--- config.mk ---
export PLATFORM = sky130hd
export DESIGN_NAME = vtu_merge
export DESIGN_NICKNAME = d
export VERILOG_FILES = /design/src/sv/vtu_pkg.sv /design/src/sv/vtu_merge.sv
export SDC_FILE = /design/constraint.sdc
export NUM_CORES = 1
export LEC_CHECK = 0
export BUFFER_PORTS_ARGS = -buffer_cell sky130_fd_sc_hd__buf_2
export CAP_MARGIN = 15
export CORE_MARGIN = 5
export CORE_UTILIZATION = 44
export DETAILED_ROUTE_END_ITERATION = 8
export PLACE_DENSITY = 0.84
export SLEW_MARGIN = 10
export SYNTH_ARGS = -nofsm -noshare
export SYNTH_HDL_FRONTEND = slang
export SYNTH_SLANG_ARGS = --single-unit
export TNS_END_PERCENT = 20
--- constraint.sdc ---
create_clock -name clk -period 6.95 [get_ports clk]
set_input_delay 1.39 -clock clk [delete_from_list [all_inputs] [get_ports clk]]
set_output_delay 1.39 -clock clk [all_outputs]
set_load 0.02 [all_outputs]
--- src/sv/vtu_pkg.sv ---
package vtu_pkg;

  // Fixed field widths of the item.
  localparam int DATA_W    = 32;
  localparam int ANGLE_W   = 16;
  localparam int CMD_W     = 3;

  // Fixed-point formats.
  localparam int FRAC_BITS = 16;
  localparam int ROT_SHIFT = 15;
  localparam int MAG_W     = 16;
  localparam int COEF_W    = MAG_W + 1;
  localparam int PROD_W    = 2 * DATA_W;
  localparam int PROD1_W   = COEF_W + DATA_W;

  // Sine table defaults and series constants.
  localparam int SINE_TABLE_ENTRIES_DEF = 256;
  localparam logic [63:0] HALF_PI_Q30   = 64'd1686629713;
  localparam logic [63:0] UNIT_Q15      = 64'd32768;

  localparam logic signed [DATA_W-1:0] DATA_ONE       = DATA_W'(1);
  localparam logic signed [COEF_W-1:0] COEF_ONE       = COEF_W'(1);
  localparam logic signed [COEF_W-1:0] COEF_MINUS_ONE = {COEF_W{1'b1}};
  localparam logic signed [DATA_W-1:0] DATA_MAX       = {1'b0, {(DATA_W-1){1'b1}}};
  localparam logic signed [DATA_W-1:0] DATA_MIN       = {1'b1, {(DATA_W-1){1'b0}}};

  typedef enum logic [CMD_W-1:0] {
    CMD_ADD    = 3'd0,
    CMD_SUB    = 3'd1,
    CMD_ROT_XY = 3'd2,
    CMD_ROT_XZ = 3'd3,
    CMD_ROT_YZ = 3'd4,
    CMD_SCALE  = 3'd5
  } cmd_t;

  typedef enum logic [1:0] {
    SH_NONE  = 2'd0,
    SH_ROT   = 2'd1,
    SH_SCALE = 2'd2
  } shift_sel_t;

  // Operands of one lane: m0 * x0 + m1 * x1, then an optional rounding shift.
  typedef struct packed {
    logic signed [DATA_W-1:0] m0;
    logic signed [DATA_W-1:0] x0;
    logic signed [COEF_W-1:0] m1;
    logic signed [DATA_W-1:0] x1;
    shift_sel_t               sh;
  } lane_op_t;

  typedef struct packed {
    logic en_mul;
    logic en_sum;
  } lane_ctl_t;

  typedef struct packed {
    logic signed [DATA_W-1:0] value;
    logic                     clip;
  } lane_res_t;

endpackage

--- src/sv/vtu_merge.sv ---
module vtu_merge import vtu_pkg::*; (
  input  logic                     clk,
  input  logic                     rst_n,
  input  logic                     res_valid,
  input  lane_res_t                res_x,
  input  lane_res_t                res_y,
  input  lane_res_t                res_z,
  output logic                     ready,
  output logic                     out_valid,
  input  logic                     out_stall,
  output logic signed [DATA_W-1:0] out_r_x,
  output logic signed [DATA_W-1:0] out_r_y,
  output logic signed [DATA_W-1:0] out_r_z,
  output logic                     out_saturated
);

  logic                     out_valid_r;
  logic signed [DATA_W-1:0] r_x_r;
  logic signed [DATA_W-1:0] r_y_r;
  logic signed [DATA_W-1:0] r_z_r;
  logic                     sat_r;

  assign ready = !out_valid_r || !out_stall;

  always_ff @(posedge clk) begin
    if (!rst_n) begin
      out_valid_r <= 1'b0;
    end else if (ready) begin
      out_valid_r <= res_valid;
    end
  end

  always_ff @(posedge clk) begin
    if (ready) begin
      r_x_r <= res_x.value;
      r_y_r <= res_y.value;
      r_z_r <= res_z.value;
      sat_r <= res_x.clip || res_y.clip || res_z.clip;
    end
  end

  assign out_valid     = out_valid_r;
  assign out_r_x       = r_x_r;
  assign out_r_y       = r_y_r;
  assign out_r_z       = r_z_r;
  assign out_saturated = sat_r;

endmodule

## Word level (Yosys, flattened, before mapping)

Cells that the tools add are included.

- Reductions and logical operators: 5

Operators by type and width:

| operator | number |
|---|---|
| $logic_or 1x1->1 | 3 |
| $logic_not 1->1 | 2 |

- Output and inout bits: 99
- Word-level logic and storage cells: 10
- Bits in registers: 98
- Input port bits: 103

## Depth between registers and ports, before layout

- Depth in word-level cells: 2
- Gate-level depth with buffers: 2
- Depth with buffers taken out: 2

## Worst setup path after synthesis

Ideal clock, no wire load.

- Kind: input-to-output
- From: in out_stall
- To: out ready
- Setup slack: 2,001 ps
- Arrival: 3,559 ps
- Stages: 1
- Buffers on the path: 0
- Data required time: 5,560 ps
- Cell sequence: nand2_1

- Cells in the longest elaborated chain, start to end: 2

Ends and longest elaborated chain:

| item | line | source |
|---|---|---|
| start, declared | vtu_merge.sv:10 | `input logic out_stall,` |
| $logic_not 1->1 | vtu_merge.sv:23 | `assign ready = !out_valid_r \|\| !out_stall;` |
| $logic_or 1x1->1 | vtu_merge.sv:23 |  |
| end, declared | vtu_merge.sv:8 | `output logic ready,` |

Every way passes these cells.

## Final worst setup path

Ends and elaborated chain as after synthesis.

==> impl_results.md <==
- Synthesized cell area: roughly 3000 um2
- CTS Buf Count: 9
- Clk buf depth: 2
- Critical Path Sink Type: output port
- TritonCTS clock tree: yes
- GRT Util Overall: 0.178
- Outcome: finished, final reports clean
- Relative slew slack: 0.496
- Flop pwr share: 0.582
- Switching pwr: 0.294 mW
- Detailed Route WL: ~7500 um
- Core area: around 6400 um2
- RR Startpoint: out_valid$_SDFFE_PN0P_
- Postcts setup bufs: 0
- CP startpoint kind: input port
- Final net count: 418
- Static Leak: between 1.5 and 2 nW
- Top Ports: just over 200
- Sw frac: 0.244
- FMAX: 284 MHz
- Clock share of power: 0.308
- Skew final: roughly 0.011 ns
- Mapped Nets: slightly above 200
- Port bufs: about 200
- Reg-to-reg critical path endpoint: out_r_z[12]$_DFFE_PP_
- Worst VDD drop: slightly below 0.2 mV
- Initial antenna violation count: 1
- Hold buffer count at cts: 0
- Number of H-tree levels: 3
- Cells after Synth: 102
- Fin Setup TNS: 0 ns
- RSZ-0062 raised after global routing: false
- WP data arrival: about 2.1 ns
- Hold Path Origin: out_valid$_SDFFE_PN0P_
- Vias in the first global route: 2002
- Cell Rows: 29
- Grt ovf: 0
- Largest net degree at the start of global routing: 63
- Die height: roughly 92 um
- Avg Cell Area, Syn: 29.0 um2
- Slew Limit Fails: 0
- Critical Path Fanout Max: 37
- Vias per cell: between 4 and 5
- GP Congestion: ~0.77
- Initial Util: 0.460
- Internal power: slightly above 0.9 mW
- Full die area: about 8500 um2
- Global-route wire length before repair: between 10000 and 15000 um
- Worst Path Required: about 5.6 ns
- Max Cap Violations: 0
- Synth Register Bits: 98
- Vias post-DR: approximately 1800
- Final setup viols: 0
- Post-CTS sizing: 0
- Seq/Total Area, Yosys: 0.993
- Worst Reg-to-Reg Cells: 2
- Fraction of layout cells with a size suffix above 1: 0.684
- Synth cell types: 6
- Clock-pin slew on the worst setup and hold paths: about 0.10 ns
- Antenna-violating nets left: 0
- Clock Root Buffer: clkbuf_8
- Slew of the pin with the lowest slew margin: about 0.76 ns
- Setup slack, reg-to-reg: around 5.1 ns
- 1st-pass router iterations: 4
- Highest-count cells in the layout ignoring fill and taps: buf_2, edfxtp_1, clkbuf_8
- Commonest non-fill, non-tap cell in the layout: buf_2
- Clock sink count: 98
- Clk_lat worst skew: 0.35 ns
- WL/cell: 18.9 um
- Final worst path period share: 0.507
- # DRC: 0
- Synthesis-to-layout area growth: 44.9%
- Hold path depth: 2
- Critical path type: in -> out
- Final hold vios: 0
- DRT iter0 DRCs: 79
- Die Width: a little over 90 um
- Comb pwr share: 0.110
- YS warnings: 0
- Fin util: 0.667
- Final min period: around 3.5 ns
- Hold WC Path Type: reg -> reg
- Min-Delay Endpoint: out_valid$_SDFFE_PN0P_
- Tot Pwr: approximately 1.2 mW
- Cell Pwr Density: between 200 and 300 nW/um2
-- kinds of logic (layout without fill, tap and decap cells) --
| logic type | after synthesis | count (layout) | synth area share |
|---|---|---|---|
| AO/OA/AOI/OAI | 1 | 1 | 0.00169 |
| buffers and inverters | 0 | 218 | 0 |
| flip-flops | 98 | 98 | 0.993 |
| other | 0 | 1 | 0 |
| AND/OR/NAND/NOR | 3 | 3 | 0.00551 |
-- cell type report --
type | count | area (um2)
Sequential cell | 98 | 2930
Fill cell | 436 | 2140
Timing Repair Buffer | 202 | 1010
Clock buffer | 9 | 124
Tap cell | 77 | 96.3
Clock inverter | 7 | 83.8
Multi-Input combinational cell | 4 | 28.8
Antenna cell | 1 | 2.50
-- Yosys cell counts --
master | count | area [um2]
dfxtp_1 | 1 | 20.0
a21oi_1 | 1 | 5.00
nand2_1 | 1 | 3.75
nor2b_1 | 1 | 6.26
or3_1 | 1 | 6.26
edfxtp_1 | 97 | 2910
-- metrics by stage --
stage	cell area [um2]	hold WS, ns	cells	setup slack (ns)
floorplan	2950	0.598	102	2.00
global placement	4070	0.545	381	3.44
detailed placement	4070	0.559	381	3.40
CTS	4280	0.574	397	3.40
global route	4280	0.612	398	3.37
finish	4280	0.570	398	3.43
-- layer usage --
metal  part of all wire  GRT usage  vias to the layer above  wire (um)
met1               0.31      0.168                      843       2350
met5                  0          0                        -          0
met4              0.022     0.0780                        0        163
met2               0.55      0.321                      101       4160
li1                   -          -                      841          -
met3               0.11     0.0941                       16        860
-- power groups by stage --
stage / Combinational [mW] / Sequential, mW / Clock (mW)
detailed placement: 0.134 / 0.717 / 0
global placement: 0.131 / 0.715 / 0
global route: 0.140 / 0.707 / 0.415
floorplan: 0.00786 / 0.773 / 0
finish: 0.133 / 0.703 / 0.373
CTS: 0.134 / 0.704 / 0.385
-- flip-flops by register name, indices dropped and copies added (netlist names) --
signal and count:
out_r_x 32, out_r_y 32, out_r_z 32, out_saturated 1, out_valid 1
-- critical path, cell delays in order --
cell and delay [ns]:
buf_2 0.12, nand2_4 0.36, buf_2 0.26
-- worst max path at each step --
stage	startpoint	end	slack, ns	cells after the start
after floorplan	out_stall	ready	2.00	1
after global placement	out_stall	ready	3.44	3
after detailed placement	out_stall	ready	3.40	3
after CTS	out_stall	ready	3.40	3
after global routing	out_stall	ready	3.37	3
final	out_stall	ready	3.43	3
Power figures use the tool's default switching activity.
