## config.mk

```make
export PLATFORM = sky130hd
export DESIGN_NAME = vtu_lane
export DESIGN_NICKNAME = d
export VERILOG_FILES = /design/src/sv/vtu_pkg.sv /design/src/sv/vtu_lane.sv
export SDC_FILE = /design/constraint.sdc
export NUM_CORES = 2
export LEC_CHECK = 0
export BUFFER_PORTS_ARGS = -buffer_cell sky130_fd_sc_hd__buf_2
export CAP_MARGIN = 30
export CORE_UTILIZATION = 53
export DETAILED_ROUTE_END_ITERATION = 8
export GPL_TIMING_DRIVEN = 0
export PLACE_DENSITY = 0.69
export SLEW_MARGIN = 20
export SYNTH_ARGS = -nofsm -noshare
export SYNTH_HDL_FRONTEND = slang
export SYNTH_SLANG_ARGS = --single-unit
```

## constraint.sdc

```tcl
create_clock -name clk -period 8.8 [get_ports clk]
set_input_delay 0.44 -clock clk [delete_from_list [all_inputs] [get_ports clk]]
set_output_delay 0.44 -clock clk [all_outputs]
set_load 0.01 [all_outputs]
```

## src/sv/vtu_pkg.sv

```systemverilog
package vtu_pkg;

  // Fixed field widths of the item.
  localparam int DATA_W    = 32;
  localparam int ANGLE_W   = 16;
  localparam int CMD_W     = 3;

  // Fixed-point formats.
  localparam int FRAC_BITS = 16;
  localparam int ROT_SHIFT = 15;
  localparam int MAG_W     = 16;
  localparam int COEF_W    = MAG_W + 1;
  localparam int PROD_W    = 2 * DATA_W;
  localparam int PROD1_W   = COEF_W + DATA_W;

  // Sine table defaults and series constants.
  localparam int SINE_TABLE_ENTRIES_DEF = 256;
  localparam logic [63:0] HALF_PI_Q30   = 64'd1686629713;
  localparam logic [63:0] UNIT_Q15      = 64'd32768;

  localparam logic signed [DATA_W-1:0] DATA_ONE       = DATA_W'(1);
  localparam logic signed [COEF_W-1:0] COEF_ONE       = COEF_W'(1);
  localparam logic signed [COEF_W-1:0] COEF_MINUS_ONE = {COEF_W{1'b1}};
  localparam logic signed [DATA_W-1:0] DATA_MAX       = {1'b0, {(DATA_W-1){1'b1}}};
  localparam logic signed [DATA_W-1:0] DATA_MIN       = {1'b1, {(DATA_W-1){1'b0}}};

  typedef enum logic [CMD_W-1:0] {
    CMD_ADD    = 3'd0,
    CMD_SUB    = 3'd1,
    CMD_ROT_XY = 3'd2,
    CMD_ROT_XZ = 3'd3,
    CMD_ROT_YZ = 3'd4,
    CMD_SCALE  = 3'd5
  } cmd_t;

  typedef enum logic [1:0] {
    SH_NONE  = 2'd0,
    SH_ROT   = 2'd1,
    SH_SCALE = 2'd2
  } shift_sel_t;

  // Operands of one lane: m0 * x0 + m1 * x1, then an optional rounding shift.
  typedef struct packed {
    logic signed [DATA_W-1:0] m0;
    logic signed [DATA_W-1:0] x0;
    logic signed [COEF_W-1:0] m1;
    logic signed [DATA_W-1:0] x1;
    shift_sel_t               sh;
  } lane_op_t;

  typedef struct packed {
    logic en_mul;
    logic en_sum;
  } lane_ctl_t;

  typedef struct packed {
    logic signed [DATA_W-1:0] value;
    logic                     clip;
  } lane_res_t;

endpackage

```

## src/sv/vtu_lane.sv

```systemverilog
module vtu_lane import vtu_pkg::*; (
  input  logic      clk,
  input  lane_ctl_t ctl,
  input  lane_op_t  op,
  output lane_res_t res
);

  logic signed [DATA_W-1:0]  m0;
  logic signed [DATA_W-1:0]  x0;
  logic signed [COEF_W-1:0]  m1;
  logic signed [DATA_W-1:0]  x1;
  logic signed [PROD_W-1:0]  mul0;
  logic signed [PROD1_W-1:0] mul1;
  logic signed [PROD_W-1:0]  prod0_r;
  logic signed [PROD1_W-1:0] prod1_r;
  shift_sel_t                sh2_r;
  logic signed [PROD_W-1:0]  half;
  logic signed [PROD_W-1:0]  sum_r;
  shift_sel_t                sh3_r;
  logic signed [PROD_W-1:0]  shifted;
  logic                      fits;

  always_comb begin
    m0   = op.m0;
    x0   = op.x0;
    m1   = op.m1;
    x1   = op.x1;
    mul0 = PROD_W'(m0) * PROD_W'(x0);
    mul1 = PROD1_W'(m1) * PROD1_W'(x1);
  end

  always_ff @(posedge clk) begin
    if (ctl.en_mul) begin
      prod0_r <= mul0;
      prod1_r <= mul1;
      sh2_r   <= op.sh;
    end
  end

  // Adding half an LSB before the arithmetic shift rounds half up.
  always_comb begin
    unique case (sh2_r)
      SH_NONE:  half = '0;
      SH_ROT:   half = PROD_W'(1) <<< (ROT_SHIFT - 1);
      SH_SCALE: half = PROD_W'(1) <<< (FRAC_BITS - 1);
      default:  half = '0;
    endcase
  end

  always_ff @(posedge clk) begin
    if (ctl.en_sum) begin
      sum_r <= prod0_r + PROD_W'(prod1_r) + half;
      sh3_r <= sh2_r;
    end
  end

  always_comb begin
    unique case (sh3_r)
      SH_NONE:  shifted = sum_r;
      SH_ROT:   shifted = sum_r >>> ROT_SHIFT;
      SH_SCALE: shifted = sum_r >>> FRAC_BITS;
      default:  shifted = sum_r;
    endcase
    fits = (&shifted[PROD_W-1:DATA_W-1]) || !(|shifted[PROD_W-1:DATA_W-1]);
    res.clip = !fits;
    if (fits) begin
      res.value = shifted[DATA_W-1:0];
    end else if (shifted[PROD_W-1]) begin
      res.value = DATA_MIN;
    end else begin
      res.value = DATA_MAX;
    end
  end

endmodule

```

---- After elaboration in Yosys (flattened, before gate mapping) ----
Index checks and enable logic that the tools add are counted.
cells by class
  $add $sub $neg .......................... 2
  multiply operators ...................... 2
  equality and inequality tests ........... 4
  mux-type cells .......................... 4
  reduce and logical (&&, ||, !) cells .... 5
operator list
  operator                                                          number
  63-bit one-hot mux with 2 select lines                            1
  64-bit by 49-bit adder with 64-bit output                         1
  64-bit adder                                                      1
  32-bit by 32-bit multiplier with 64-bit output                    1
  32-bit two-way mux                                                2
  17-bit by 32-bit multiplier with 49-bit output                    1
  33-bit AND reduction                                              1
  33-bit OR reduction                                               1
  16-bit one-hot mux with 2 select lines                            1
  2-bit by 1-bit == test with 1-bit output (second input constant)  2
  2-bit == test (second input constant)                             2
  1-bit logical NOT                                                 2
  1-bit logical OR                                                  1
storage, ports and cells
  register bits ........................... 181
  input port bits ......................... 118
  output and inout port bits .............. 33
  word-level logic and storage cells ...... 22

---- Longest topological paths before layout ----
  depth after elaboration ................. 6
  gate-level depth with buffers ........... 29
  depth with buffers taken out ............ 27

---- Least setup slack after synthesis ----
Ideal clock, no wire load.
  path kind ............................... input -> register
  from .................................... in op[114] (netlist bit)
  to ...................................... reg prod0_r[63] (data pin)
  library setup time ...................... 0.263 ns
  arrival time ............................ 7.570 ns
  required time ........................... 8.537 ns
  path slack .............................. 0.967 ns
  stages .................................. 28
  buffers on the path ..................... 2
  path through ............................ clkbuf_1 > nand2_1 > inv_1 > fa_1 > inv_1 > fa_1 > inv_1 > fa_1 > fa_1 > inv_1 > fa_1 > inv_1 > fa_1 > inv_1 > fa_1 > fa_1 > inv_1 > ha_1 > clkbuf_1 > a21oi_1 > o21ai_0 > a21oi_1 > o21bai_1 > a21oi_1 > o21bai_1 > a221o_1 > o41ai_2 > xnor2_1
between the ends
  cells in the longest elaborated chain, start to end .. 1
ends and longest elaborated chain
  item                                            line            source
  start, declared                                 vtu_lane.sv:4   input lane_op_t op,
  32-bit by 32-bit multiplier with 64-bit output  vtu_lane.sv:28  mul0 = PROD_W'(m0) * PROD_W'(x0);
  named net mul0[63]                              vtu_lane.sv:12  logic signed [PROD_W-1:0] mul0;
  end signal, assigned                            vtu_lane.sv:34  prod0_r <= mul0;
  end, declared                                   vtu_lane.sv:14  logic signed [PROD_W-1:0] prod0_r;
The timed path passes the listed nets, and every way through them passes these cells.
A chain may end at the register's enable or synchronous reset.

---- Final worst setup path ----
  from .................................... in op[55] (netlist bit)
  to ...................................... reg prod0_r[57] (data pin)
Same word-level chain as after synthesis.

==> results.sh <==
export IMPL_antenna_found_initial=16
export IMPL_min_path_type="in2reg"
export IMPL_cts_buffer_depth=3
export IMPL_fin_crit_sh=0.988
export IMPL_placed_area_um2=68400
export IMPL_clk_pin_slew_ns=0.07
export IMPL_reg2reg_slack_ns=4.09
export IMPL_maxSlewViolCount=0
export IMPL_overflow=0
export IMPL_place_congestion=1.03
export IMPL_worst_r2r_cell_count=13
export IMPL_grt_max_degree=64
export IMPL_tightest_slew_ns=1.16
export IMPL_numCtsBuffers=25
export IMPL_setup_ws_ns=0.102
export IMPL_synthArstFlopShare=0
export IMPL_status="finished clean"
export IMPL_syn_area_um2=65400
export IMPL_cp_start_kind="primary input"
export IMPL_drv_cap=0
export IMPL_final_area_um2=69600
export IMPL_synth_ff_type="edfxtp_1"
export IMPL_dp_slack_ns=-0.993
export IMPL_ant_nets=0
export IMPL_drcViolationCount=0
export IMPL_synth_area_per_cell_um2=9.55
export IMPL_wire_per_inst_um=24.8
export IMPL_drt_iter0_drc=4721
export IMPL_fin_cells=8720
export IMPL_die_w_um=353
export IMPL_arrival_ns=8.95
export IMPL_ys_ff_latch=181
export IMPL_period_needed_ns=8.70
export IMPL_slew_headroom=0.228
export IMPL_ys_seq_area_frac=0.0831
export IMPL_cts_max_level=4
export IMPL_worstPathMaxFanout=10
export IMPL_hold_viol_final=0
export IMPL_vias_per_cell=5.74
export IMPL_via_count=50100
export IMPL_syn_to_final_growth_pct=6.41
export IMPL_rr_endpoint="sum_r[59]$_DFFE_PP_"
export IMPL_start_util=0.536
export IMPL_r2r_start="prod0_r[1]$_DFFE_PP_"
export IMPL_place_hpwl_um=184000
export IMPL_grt_pass1_wl_um=326000
export IMPL_cts_root_buf="clkbuf_16"
export IMPL_die_area_um2=125000
export IMPL_finalNetCount=9221
export IMPL_grt_usage=0.358
export IMPL_first_pass_iters=8
export IMPL_synthesis_nets=8993
export IMPL_yosysWarnings=0
export IMPL_hold_depth=1
export IMPL_synth_edff_count=181
export IMPL_cp_required_ns=9.05
export IMPL_hp_start="op[0]"
export IMPL_grt_pass1_vias=52700
export IMPL_wirelength_um=216000
export IMPL_cts_tree="yes"
export IMPL_crit_type="in2reg"
export IMPL_die_y_um=353
export IMPL_fp_row_count=128
export IMPL_cp_end_kind="flip-flop"
export IMPL_hold_buffers=0
export IMPL_max_freq_ghz=0.115
export IMPL_min_to="sh2_r[0]$_DFFE_PP_"
export IMPL_io_pins=151
export IMPL_drive_above_1_share=0.0411
export IMPL_worstSkewPairLatency_ns=0.51
export IMPL_placed_cells=8639
export IMPL_skew_ns=0.0297
export IMPL_cts_sinks=181
export IMPL_setup_violations=0
export IMPL_synthCells=6845
export IMPL_ys_types=69
export IMPL_io_buffers=150
export IMPL_core_area_um2=122000
-- per-layer routing --
layer  up-vias  share of wire  global-route usage
met3       610           0.12               0.102
li1      21000              -                   -
met1     25700           0.39               0.486
met5         -        0.00015                   0
met4         4          0.062               0.182
met2      2727           0.43               0.525
-- per-stage QoR --
step / utilization / hold slack (ns) / TNS (ns)
2_1_floorplan: - / 0.442 / 0
3_3_place_gp: 0.559 / 0.506 / -19.81
3_5_place_dp: 0.561 / 0.473 / -10.78
4_1_cts: 0.566 / 0.175 / 0
5_1_grt: 0.570 / 0.167 / -0.0227
6_report: 0.570 / 0.197 / 0
-- registers in the layout, summed over array words and instances (netlist names) --
register,cells
prod0_r,64
sh3_r,2
sum_r,64
sh2_r,2
prod1_r,49
-- Yosys cell counts, types with 22 or more instances --
| master | number | area [µm²] |
|---|---|---|
| o21bai_1 | 28 | 210 |
| a21oi_1 | 162 | 811 |
| xnor2_1 | 131 | 1150 |
| o21ai_0 | 127 | 636 |
| a211oi_1 | 22 | 165 |
| ha_1 | 424 | 5310 |
| o21a_1 | 30 | 225 |
| a21o_1 | 121 | 908 |
| fa_1 | 1606 | 32200 |
| nor2_1 | 110 | 413 |
| nand3_1 | 36 | 180 |
| nand2_1 | 939 | 3520 |
| inv_1 | 1478 | 5550 |
| and2_1 | 697 | 4360 |
| nand2b_1 | 55 | 344 |
| edfxtp_1 | 181 | 5440 |
| a22oi_1 | 34 | 255 |
| clkbuf_1 | 334 | 1250 |
| nand4_1 | 31 | 194 |
| xor2_1 | 45 | 394 |
-- worst max path at each step --
stage | start | endpoint | slack (ns) | depth (start not counted)
4_1_cts | op[82] | prod0_r[45]$_DFFE_PP_ | 0.02 | 24
3_5_place_dp | op[56] | prod0_r[57]$_DFFE_PP_ | -0.99 | 27
3_3_place_gp | op[101] | prod0_r[45]$_DFFE_PP_ | -1.36 | 28
6_report | op[55] | prod0_r[57]$_DFFE_PP_ | 0.10 | 24
2_1_floorplan | op[114] | prod0_r[63]$_DFFE_PP_ | 0.97 | 28
5_1_grt | op[57] | prod0_r[63]$_DFFE_PP_ | -0.02 | 30
-- worst max-delay path: stages --
cell and delay (ns):
buf_2 0.21, clkbuf_1 0.73, nand2_1 0.17, fa_1 0.55, fa_1 0.44, fa_1 0.56
fa_1 0.56, inv_1 0.05, fa_1 0.48, fa_1 0.51, fa_1 0.62, fa_1 0.53
ha_1 0.31, clkbuf_1 0.19, a21o_1 0.19, a21o_1 0.17, a21oi_1 0.35, o221ai_1 0.33
or3_1 0.51, a21oi_2 0.30, nand3b_1 0.20, nand2_1 0.07, a211o_1 0.30, xor2_1 0.16
-- cell usage in the layout (no fill, tap or decap), types with 131 or more instances in the layout --
master / n
xnor2_1: 131
buf_2: 153
a21oi_1: 161
and2_1: 697
clkbuf_1: 306
fa_1: 1604
edfxtp_1: 181
inv_1: 1475
ha_1: 424
nand2_1: 939
-- cell type report --
cell class              instances  area, µm²
plain buffers                 346       1360
multi-input cells            4840      53100
clock inverters                 8       46.3
clock buffers                  25        626
fillers                     10900      52500
diodes                         16       40.0
well taps                    1625       2030
repair buffers                201       1330
inverters                    1478       5560
flip-flops and latches        181       5440
-- cell families after synthesis --
| kind of cell | Yosys count | synth area share |
|---|---|---|
| AO/OA/AOI/OAI | 664 | 0.0676 |
| AND/OR/NAND/NOR | 1969 | 0.148 |
| adder cells (fa/ha/maj) | 2030 | 0.573 |
| flip-flops | 181 | 0.0831 |
| multiplexers | 1 | 0.000153 |
| buffers and inverters | 1824 | 0.105 |
| XOR/XNOR | 176 | 0.0236 |
-- timing repair --
action | in CTS | in global routing
resized for setup | 6 | 69
setup endpoints to repair | 11 | 16
buffers inserted | 0 | 13
pin swaps | 0 | 2
Power is not shown: default switching activity piles up to over one toggle a cycle in this logic, so the estimate is an artifact.
